### src/hdl/gmn_pkg.sv
// Shared types and constants for the GF(2) matrix nullity block.
// No dependencies; every other file of the block imports this package.
`timescale 1ns / 1ps
`default_nettype none

package gmn_pkg;

  localparam int unsigned COUNT_W  = 7;
  localparam int unsigned ROW_W    = 64;
  localparam int unsigned SUBSET_W = 30;

  localparam logic [COUNT_W-1:0]  COLS_RESET = 7'd64;
  localparam logic [SUBSET_W:0]   PRIME_MOD  = 31'd1000000007;

  typedef enum logic [2:0] {
    ST_IDLE,
    ST_SCAN,
    ST_XOR,
    ST_FIN,
    ST_POW
  } gmn_state_t;

  typedef struct packed {
    logic               start;
    logic [COUNT_W-1:0] exponent;
  } pow_req_t;

  typedef struct packed {
    logic                busy;
    logic [SUBSET_W-1:0] value;
  } pow_rsp_t;

endpackage

`default_nettype wire

### src/hdl/gmn_if.sv
// Channel interfaces for the GF(2) matrix nullity block: row input and result output.
// Depends on gmn_pkg for the field widths.
`timescale 1ns / 1ps
`default_nettype none

interface gmn_in_if import gmn_pkg::*; ();
  logic             valid;
  logic             ready;
  logic [ROW_W-1:0] row_bits;
  logic             last_row;

  modport source (output valid, output row_bits, output last_row, input ready);
  modport sink (input valid, input row_bits, input last_row, output ready);
endinterface

interface gmn_out_if import gmn_pkg::*; ();
  logic                valid;
  logic                ready;
  logic [COUNT_W-1:0]  free_count;
  logic [COUNT_W-1:0]  rank_value;
  logic [SUBSET_W-1:0] subset_count;

  modport source (output valid, output free_count, output rank_value,
                  output subset_count, input ready);
  modport sink (input valid, input free_count, input rank_value,
                input subset_count, output ready);
endinterface

`default_nettype wire

### src/hdl/gmn_pow2_mod.sv
// Iterative unit that computes 2^e modulo the prime, one doubling per cycle.
// Depends on gmn_pkg for the request and response structs.
`timescale 1ns / 1ps
`default_nettype none

module gmn_pow2_mod import gmn_pkg::*; (
  input  wire      clk,
  input  wire      rst_n,
  input  pow_req_t req,
  output pow_rsp_t rsp
);

  logic                busy_r, busy_nxt;
  logic [COUNT_W-1:0]  cnt_r, cnt_nxt;
  logic [SUBSET_W-1:0] acc_r, acc_nxt;
  logic [SUBSET_W:0]   dbl;

  always_comb begin
    dbl      = {acc_r, 1'b0};
    busy_nxt = busy_r;
    cnt_nxt  = cnt_r;
    acc_nxt  = acc_r;
    if (req.start) begin
      busy_nxt = 1'b1;
      cnt_nxt  = req.exponent;
      acc_nxt  = SUBSET_W'(1);
    end else if (busy_r) begin
      if (cnt_r == '0) begin
        busy_nxt = 1'b0;
      end else begin
        cnt_nxt = cnt_r - COUNT_W'(1);
        if (dbl >= PRIME_MOD) begin
          acc_nxt = SUBSET_W'(dbl - PRIME_MOD);
        end else begin
          acc_nxt = SUBSET_W'(dbl);
        end
      end
    end
  end

  always_ff @(posedge clk) begin
    if (!rst_n) begin
      busy_r <= 1'b0;
    end else begin
      busy_r <= busy_nxt;
    end
    cnt_r <= cnt_nxt;
    acc_r <= acc_nxt;
  end

  assign rsp.busy  = busy_r;
  assign rsp.value = acc_r;

endmodule

`default_nettype wire

### src/hdl/gf2_matrix_nullity.sv
// GF(2) rank and nullity of a binary matrix streamed in one row per beat.
// Depends on gmn_pkg, gmn_if (channel interfaces) and gmn_pow2_mod.
//
// Usage: write column_count through cfg_we/cfg_data while the block is idle
// (reset value 64, values above MAX_COLUMNS saturate). Send the rows of a
// matrix on in_ch, one row per beat, with last_row set on the final row.
// A matrix with no equations is sent as one all-zero row with last_row set.
// Each row is reduced against a basis memory indexed by pivot column, from the
// highest column down. A column whose bit is clear is skipped; one that is
// cancelled by a basis row takes a memory read (ST_SCAN), then the XOR
// (ST_XOR). A set bit with no basis row becomes a new pivot and ends the scan;
// in_ch.ready stays low from the row's beat until its scan ends. After the
// last row, ST_FIN clears the basis and starts the doubling unit, which stays
// busy until it has computed 2^free_count. Once the unit is idle and the
// previous result has drained, ST_POW loads the result register, so the beat
// is offered on out_ch in the same cycle as in_ch.ready rises. The result
// sits in an output register, so the next matrix may start while the receiver
// stalls; only the next result waits for it to drain. Reset (rst_n low at a
// clock edge) clears the basis valid bits, the rank and the output valid bit.
`timescale 1ns / 1ps
`default_nettype none

module gf2_matrix_nullity import gmn_pkg::*; #(
  parameter int unsigned MAX_COLUMNS = 64
) (
  input  wire                clk,
  input  wire                rst_n,
  input  wire                cfg_we,
  input  wire [COUNT_W-1:0]  cfg_data,
  gmn_in_if.sink             in_ch,
  gmn_out_if.source          out_ch
);

  localparam int unsigned IDX_W = (MAX_COLUMNS > 1) ? $clog2(MAX_COLUMNS) : 1;

  gmn_state_t               state_r, state_nxt;
  logic [COUNT_W-1:0]       cfg_cols_r;
  logic [COUNT_W-1:0]       cols;
  logic [MAX_COLUMNS-1:0]   col_mask;
  logic [MAX_COLUMNS-1:0]   row_r, row_nxt;
  logic [IDX_W-1:0]         col_r, col_nxt;
  logic                     last_r, last_nxt;
  logic [MAX_COLUMNS-1:0]   valid_r, valid_nxt;
  logic [COUNT_W-1:0]       rank_r, rank_nxt;
  logic [COUNT_W-1:0]       rank_sat;
  logic [COUNT_W-1:0]       res_free_r, res_free_nxt;
  logic [COUNT_W-1:0]       res_rank_r, res_rank_nxt;
  logic                     out_valid_r, out_valid_nxt;
  logic [COUNT_W-1:0]       out_free_r, out_free_nxt;
  logic [COUNT_W-1:0]       out_rank_r, out_rank_nxt;
  logic [SUBSET_W-1:0]      out_subset_r, out_subset_nxt;
  logic                     mem_we, mem_re;
  logic [MAX_COLUMNS-1:0]   rd_r;
  logic [MAX_COLUMNS-1:0]   basis_mem [MAX_COLUMNS];
  logic                     scan_done;
  pow_req_t                 pow_req;
  pow_rsp_t                 pow_rsp;

  always_comb begin
    cols = (cfg_cols_r > COUNT_W'(MAX_COLUMNS)) ? COUNT_W'(MAX_COLUMNS) : cfg_cols_r;
    for (int j = 0; j < MAX_COLUMNS; j++) begin
      col_mask[j] = (COUNT_W'(j) < cols);
    end
    rank_sat = (rank_r > cols) ? cols : rank_r;
  end

  always_comb begin
    state_nxt      = state_r;
    row_nxt        = row_r;
    col_nxt        = col_r;
    last_nxt       = last_r;
    valid_nxt      = valid_r;
    rank_nxt       = rank_r;
    res_free_nxt   = res_free_r;
    res_rank_nxt   = res_rank_r;
    out_valid_nxt  = out_valid_r;
    out_free_nxt   = out_free_r;
    out_rank_nxt   = out_rank_r;
    out_subset_nxt = out_subset_r;
    mem_we         = 1'b0;
    mem_re         = 1'b0;
    scan_done      = 1'b0;
    pow_req        = '0;

    if (out_valid_r && out_ch.ready) begin
      out_valid_nxt = 1'b0;
    end

    unique case (state_r)
      ST_IDLE: begin
        if (in_ch.valid) begin
          row_nxt  = in_ch.row_bits[MAX_COLUMNS-1:0] & col_mask;
          last_nxt = in_ch.last_row;
          col_nxt  = IDX_W'(cols - COUNT_W'(1));
          if (cols == '0) begin
            state_nxt = in_ch.last_row ? ST_FIN : ST_IDLE;
          end else begin
            state_nxt = ST_SCAN;
          end
        end
      end
      ST_SCAN: begin
        if (!row_r[col_r]) begin
          if (col_r == '0) begin
            scan_done = 1'b1;
          end else begin
            col_nxt = col_r - IDX_W'(1);
          end
        end else if (valid_r[col_r]) begin
          mem_re    = 1'b1;
          state_nxt = ST_XOR;
        end else begin
          mem_we           = 1'b1;
          valid_nxt[col_r] = 1'b1;
          rank_nxt         = rank_r + COUNT_W'(1);
          scan_done        = 1'b1;
        end
      end
      ST_XOR: begin
        row_nxt = row_r ^ rd_r;
        if (col_r == '0) begin
          scan_done = 1'b1;
        end else begin
          col_nxt   = col_r - IDX_W'(1);
          state_nxt = ST_SCAN;
        end
      end
      ST_FIN: begin
        res_rank_nxt     = rank_sat;
        res_free_nxt     = cols - rank_sat;
        pow_req.start    = 1'b1;
        pow_req.exponent = cols - rank_sat;
        valid_nxt        = '0;
        rank_nxt         = '0;
        state_nxt        = ST_POW;
      end
      ST_POW: begin
        if (!pow_rsp.busy && (!out_valid_r || out_ch.ready)) begin
          out_valid_nxt  = 1'b1;
          out_free_nxt   = res_free_r;
          out_rank_nxt   = res_rank_r;
          out_subset_nxt = pow_rsp.value - SUBSET_W'(1);
          state_nxt      = ST_IDLE;
        end
      end
      default: begin
        state_nxt = ST_IDLE;
      end
    endcase

    if (scan_done) begin
      state_nxt = last_r ? ST_FIN : ST_IDLE;
    end
  end

  always_ff @(posedge clk) begin
    if (!rst_n) begin
      state_r     <= ST_IDLE;
      cfg_cols_r  <= COLS_RESET;
      valid_r     <= '0;
      rank_r      <= '0;
      out_valid_r <= 1'b0;
    end else begin
      state_r     <= state_nxt;
      if (cfg_we) begin
        cfg_cols_r <= cfg_data;
      end
      valid_r     <= valid_nxt;
      rank_r      <= rank_nxt;
      out_valid_r <= out_valid_nxt;
    end
    row_r        <= row_nxt;
    col_r        <= col_nxt;
    last_r       <= last_nxt;
    res_free_r   <= res_free_nxt;
    res_rank_r   <= res_rank_nxt;
    out_free_r   <= out_free_nxt;
    out_rank_r   <= out_rank_nxt;
    out_subset_r <= out_subset_nxt;
  end

  always_ff @(posedge clk) begin
    if (mem_we) begin
      basis_mem[col_r] <= row_r;
    end
    if (mem_re) begin
      rd_r <= basis_mem[col_r];
    end
  end

  gmn_pow2_mod u_pow (
    .clk   (clk),
    .rst_n (rst_n),
    .req   (pow_req),
    .rsp   (pow_rsp)
  );

  assign in_ch.ready         = (state_r == ST_IDLE);
  assign out_ch.valid        = out_valid_r;
  assign out_ch.free_count   = out_free_r;
  assign out_ch.rank_value   = out_rank_r;
  assign out_ch.subset_count = out_subset_r;

  a_rank_matches_pivots: assert property (@(posedge clk) disable iff (!rst_n)
    $countones(valid_r) == int'(rank_r))
    else $error("rank counter disagrees with pivot valid bits");

  a_xor_reads_valid_row: assert property (@(posedge clk) disable iff (!rst_n)
    (state_r == ST_XOR) |-> valid_r[col_r])
    else $error("basis row used without a valid pivot");

  a_fin_clears_basis: assert property (@(posedge clk) disable iff (!rst_n)
    (state_r == ST_FIN) |=> (valid_r == '0 && rank_r == '0 && pow_rsp.busy))
    else $error("basis not cleared or power unit not started after last row");

  a_result_waits_for_pow: assert property (@(posedge clk) disable iff (!rst_n)
    (state_r == ST_POW && state_nxt == ST_IDLE) |=> out_valid_r)
    else $error("result not presented when leaving the power step");

endmodule

`default_nettype wire

### src/flat_wrapper.sv
// flat-port wrapper written by rule: the top's interface ports become plain ports
module gf2_matrix_nullity_flat import gmn_pkg::*;
#(
  parameter int unsigned MAX_COLUMNS = 64
)
  (clk, rst_n, cfg_we, cfg_data, in_ch_valid, in_ch_row_bits, in_ch_last_row, in_ch_ready, out_ch_valid, out_ch_free_count, out_ch_rank_value, out_ch_subset_count, out_ch_ready);
  gmn_in_if in_ch_i ();
  gmn_out_if out_ch_i ();
  input  wire clk;
  input  wire rst_n;
  input  wire cfg_we;
  input  wire [COUNT_W-1:0] cfg_data;
  input wire logic [$bits(in_ch_i.valid)-1:0] in_ch_valid;
  input wire logic [$bits(in_ch_i.row_bits)-1:0] in_ch_row_bits;
  input wire logic [$bits(in_ch_i.last_row)-1:0] in_ch_last_row;
  output wire logic [$bits(in_ch_i.ready)-1:0] in_ch_ready;
  output wire logic [$bits(out_ch_i.valid)-1:0] out_ch_valid;
  output wire logic [$bits(out_ch_i.free_count)-1:0] out_ch_free_count;
  output wire logic [$bits(out_ch_i.rank_value)-1:0] out_ch_rank_value;
  output wire logic [$bits(out_ch_i.subset_count)-1:0] out_ch_subset_count;
  input wire logic [$bits(out_ch_i.ready)-1:0] out_ch_ready;
  assign in_ch_i.valid = in_ch_valid;
  assign in_ch_i.row_bits = in_ch_row_bits;
  assign in_ch_i.last_row = in_ch_last_row;
  assign in_ch_ready = in_ch_i.ready;
  assign out_ch_valid = out_ch_i.valid;
  assign out_ch_free_count = out_ch_i.free_count;
  assign out_ch_rank_value = out_ch_i.rank_value;
  assign out_ch_subset_count = out_ch_i.subset_count;
  assign out_ch_i.ready = out_ch_ready;
  gf2_matrix_nullity #(.MAX_COLUMNS(MAX_COLUMNS)) u_core (.clk(clk), .rst_n(rst_n), .cfg_we(cfg_we), .cfg_data(cfg_data), .in_ch(in_ch_i), .out_ch(out_ch_i));
endmodule
### config.mk
export PLATFORM = sky130hd
export DESIGN_NAME = gf2_matrix_nullity_flat
export DESIGN_NICKNAME = d
export VERILOG_FILES = /design/src/hdl/gmn_pkg.sv /design/src/hdl/gmn_if.sv /design/src/hdl/gmn_pow2_mod.sv /design/src/hdl/gf2_matrix_nullity.sv /design/src/flat_wrapper.sv
export SDC_FILE = /design/constraint.sdc
export NUM_CORES = 2
export LEC_CHECK = 0
export BUFFER_PORTS_ARGS = -buffer_cell sky130_fd_sc_hd__buf_2
export CAP_MARGIN = 0
export CORE_ASPECT_RATIO = 1.1
export CORE_MARGIN = 3
export CORE_UTILIZATION = 30
export CTS_BUF_LIST = sky130_fd_sc_hd__clkbuf_16
export DETAILED_ROUTE_END_ITERATION = 12
export PLACE_DENSITY = 0.5
export SLEW_MARGIN = 20
export SYNTH_ARGS = -nofsm -noshare
export SYNTH_HDL_FRONTEND = slang
export SYNTH_SLANG_ARGS = --single-unit
export TNS_END_PERCENT = 100
### constraint.sdc
create_clock -name clk -period 19.2 [get_ports clk]
set_clock_uncertainty 0.1 [all_clocks]
set_input_delay 1.92 -clock clk [delete_from_list [all_inputs] [get_ports clk]]
set_output_delay 1.92 -clock clk [all_outputs]
set_load 0.03 [all_outputs]
==> metrics <==
total gr overflow 0; Num Clock Sinks 4409; total number of vias 94757; largest net degree at the start of global routing 106; initial antenna violation count 51; Max Cap Violations 0; Worst IR Drop VDD 0.116 mV; Cells after Synth 8915; RR Endpoint u_core.basis_mem[10][5]; slowest CP cell nor2_4; pre-CTS setup slack 11.72 ns; Crit path largest cell delay 0.86 ns; CP Buf/Inv Count 4; Die H 775 um; Post-synth top flop edfxtp_1; Critical Path Source Type register; Period minus WS final 7.67 ns; CTS tree built; crit-path leading delay family simple AND/OR/NAND/NOR gates; Hold-fix buffers, CTS 0; clk_lat worst skew 1.02 ns; Hold Fails Final Rpt 0; post-cts sizing count 0; DRT Pass-1 Iters 8; critical path fanouts, max 34; Final WS setup 11.53 ns; R2R Setup Slk 11.53 ns; Max Clk Rate 130 MHz; crit end category register; layout cells sized above 1 12.8%; port bufs 122; Data required, critical path 19.72 ns; # setup viols final 0; Core Rows 281; Area Overhead vs Synth 15.1%; most common cell after layout, fill and taps aside edfxtp_1; TritonCTS buffer count 434; number of synthesized flops with an enable pin 4296; cells taking the most area after synthesis edfxtp_1 (80%), a22oi_1 (6.2%), a221oi_1 (1.8%); Total GRT Usage 19.9%; syn_area_per_cell 18.1 um^2; vias in the first global route 91216; post-synth cell types 73; initial core utilization 30.2%; crit path DAT 8.19 ns; CTS Buffer Depth 4; met2 Usage GRT 32.3%; RSZ-0062 raised after global routing false; gpl congestion 0.885; detailed placement HPWL 316 mm; Seq/Total Area, Yosys 81.3%; share of flip-flops with an asynchronous set or reset 0%; Mapped Nets 9013; commonest non-fill, non-tap cells in the layout edfxtp_1 (4296), a22oi_1 (1338), clkbuf_16 (442), a221oi_1 (325), buf_4 (323); # DRC 0; Yosys top cell by area edfxtp_1; WS Path Type register to register; Power Density 151 nW/um^2; vias per cell 5.68; first-pass GRT wire length 771 mm; Leakage 0.0561 uW; final wirelength 568 mm; I/O pin cnt 123; Wirelength per Cell 34.1 um; post-synthesis instance area 161000 um^2; nets 9305; share of the synthesized area in the top cell type 79.9%; Reg clk slew, reported paths 0.07 ns; Yosys warnings 0; fin crit share 40.0%; worst hold start u_core.res_rank_r[5]; GR Layer Usage met3 4.27%; DIE AREA 547000 um^2; Hold Path End u_core.out_ch.rank_value[5]; core area 534000 um^2; Tightest Pin Transition 1.34 ns; RR Startpoint u_core.col_r[0]; die width 705 um; GR peak layer met2; relative slew slack 10.3%; 1st-iter DRT viols 14211; Total Power 28000 uW; root buffer cell clkbuf_16; Max Slew Vio Count 0; Hold Path Class register to register; Reg2Reg Depth 11; Cell Chain, Critical Path clkinv_1 -> nor3_4 -> buf_4 -> a22oi_1 -> o2bb2ai_1 -> or4_1 -> nand4_2 -> or3_1 -> nor2_4 -> buf_4 -> buf_4; post-CTS setup buffers 0; Final TNS setup 0 ns; status finished, final reports clean; CP most frequent cell buf_4; M1 GR Usage 26.8%; Worst Hold Path Cells 0; CTS H-Tree Depth 5; Yosys reg bits 4409; Post-DRT Antenna Nets 0
[power by group]
group          total [uW]  switching (uW)  internal (uW)
registers           12200             200          12000
logic                7480            5760           1720
clock network        8300            3700           4600
total               28000            9650          18400
[metal layers]
| metal | part of all wire (%) | up-vias |
|---|---|---|
| met5 | 0.023 | - |
| met4 | 3.1 | 24 |
| met3 | 10 | 830 |
| met2 | 47 | 5503 |
| met1 | 40 | 50212 |
| li1 | - | 38188 |
[how the worst max path moves through the flow]
stage	from	endpoint	slack (ns)	depth (start not counted)
final	u_core.col_r[0]	u_core.basis_mem[10][5]	11.53	11
after global routing	u_core.col_r[0]	u_core.basis_mem[10][5]	11.52	11
after CTS	u_core.col_r[0]	u_core.basis_mem[57][3]	11.71	12
after detailed placement	u_core.col_r[0]	u_core.basis_mem[10][25]	11.72	11
after global placement	u_core.col_r[0]	u_core.basis_mem[57][16]	11.82	12
after floorplan	u_core.row_r[19]	u_core.basis_mem[17][0]	13.06	10
[through the flow]
step	hold slack, ns	utilization, %	cell area (um^2)	cells
2_1_floorplan	0.300	-	161000	8915
3_3_place_gp	0.309	32.2	172000	15845
3_5_place_dp	0.305	32.2	172000	15846
4_1_cts	0.322	34.8	186000	16652
5_1_grt	0.324	34.8	186000	16653
6_report	0.322	34.8	186000	16669
[registers in the layout (all words and copies together) (netlist names), 30 cells and up]
register and flops:
u_core.u_pow.acc_r 30, u_core.basis_mem 4096, u_core.row_r 64, u_core.rd_r 64, u_core.out_ch.subset_count 30, u_core.valid_r 64
[area by class of cell]
cell class / count / area [um^2]
Multi-Input combinational cell: 3863 / 28300
Inverter: 33 / 124
Antenna cell: 17 / 42.5
Sequential cell: 4409 / 131000
Clock inverter: 364 / 2710
Timing Repair Buffer: 466 / 3430
Fill cell: 49817 / 348000
Clock buffer: 442 / 11100
Tap cell: 7075 / 8850
[kinds of logic after synthesis]
logic type      synth area share (%)
buf+inv                         1.56
flops                           81.3
xor+xnor                       0.716
mux                            0.723
fa+ha+maj                      0.167
compound gates                  13.2
simple gates                    2.33
[Yosys cell counts, types with 43 or more instances]
master and n:
a21oi_1 235, a221oi_1 325, a222oi_1 43, a22o_1 309, a22oi_1 1338, a31oi_1 288
a41oi_1 103, buf_1 106, buf_2 43, clkbuf_1 454, dfxtp_1 113, edfxtp_1 4296
mux2_2 43, mux2i_1 52, nand2_1 139, nand3_1 130, nand4_1 77, nor2_1 191
nor4_1 78, o21ai_0 119, xnor2_1 95
[worst register-to-register path, delay by kind of cell (launching register included)]
family | cells | cell delay [ns]
buffers and inverters | 4 | 2.66
AO/OA/AOI/OAI | 2 | 0.50
flip-flops | 1 | 0.83
AND/OR/NAND/NOR | 5 | 3.11
No activity file was read; power rests on OpenSTA's default activity.
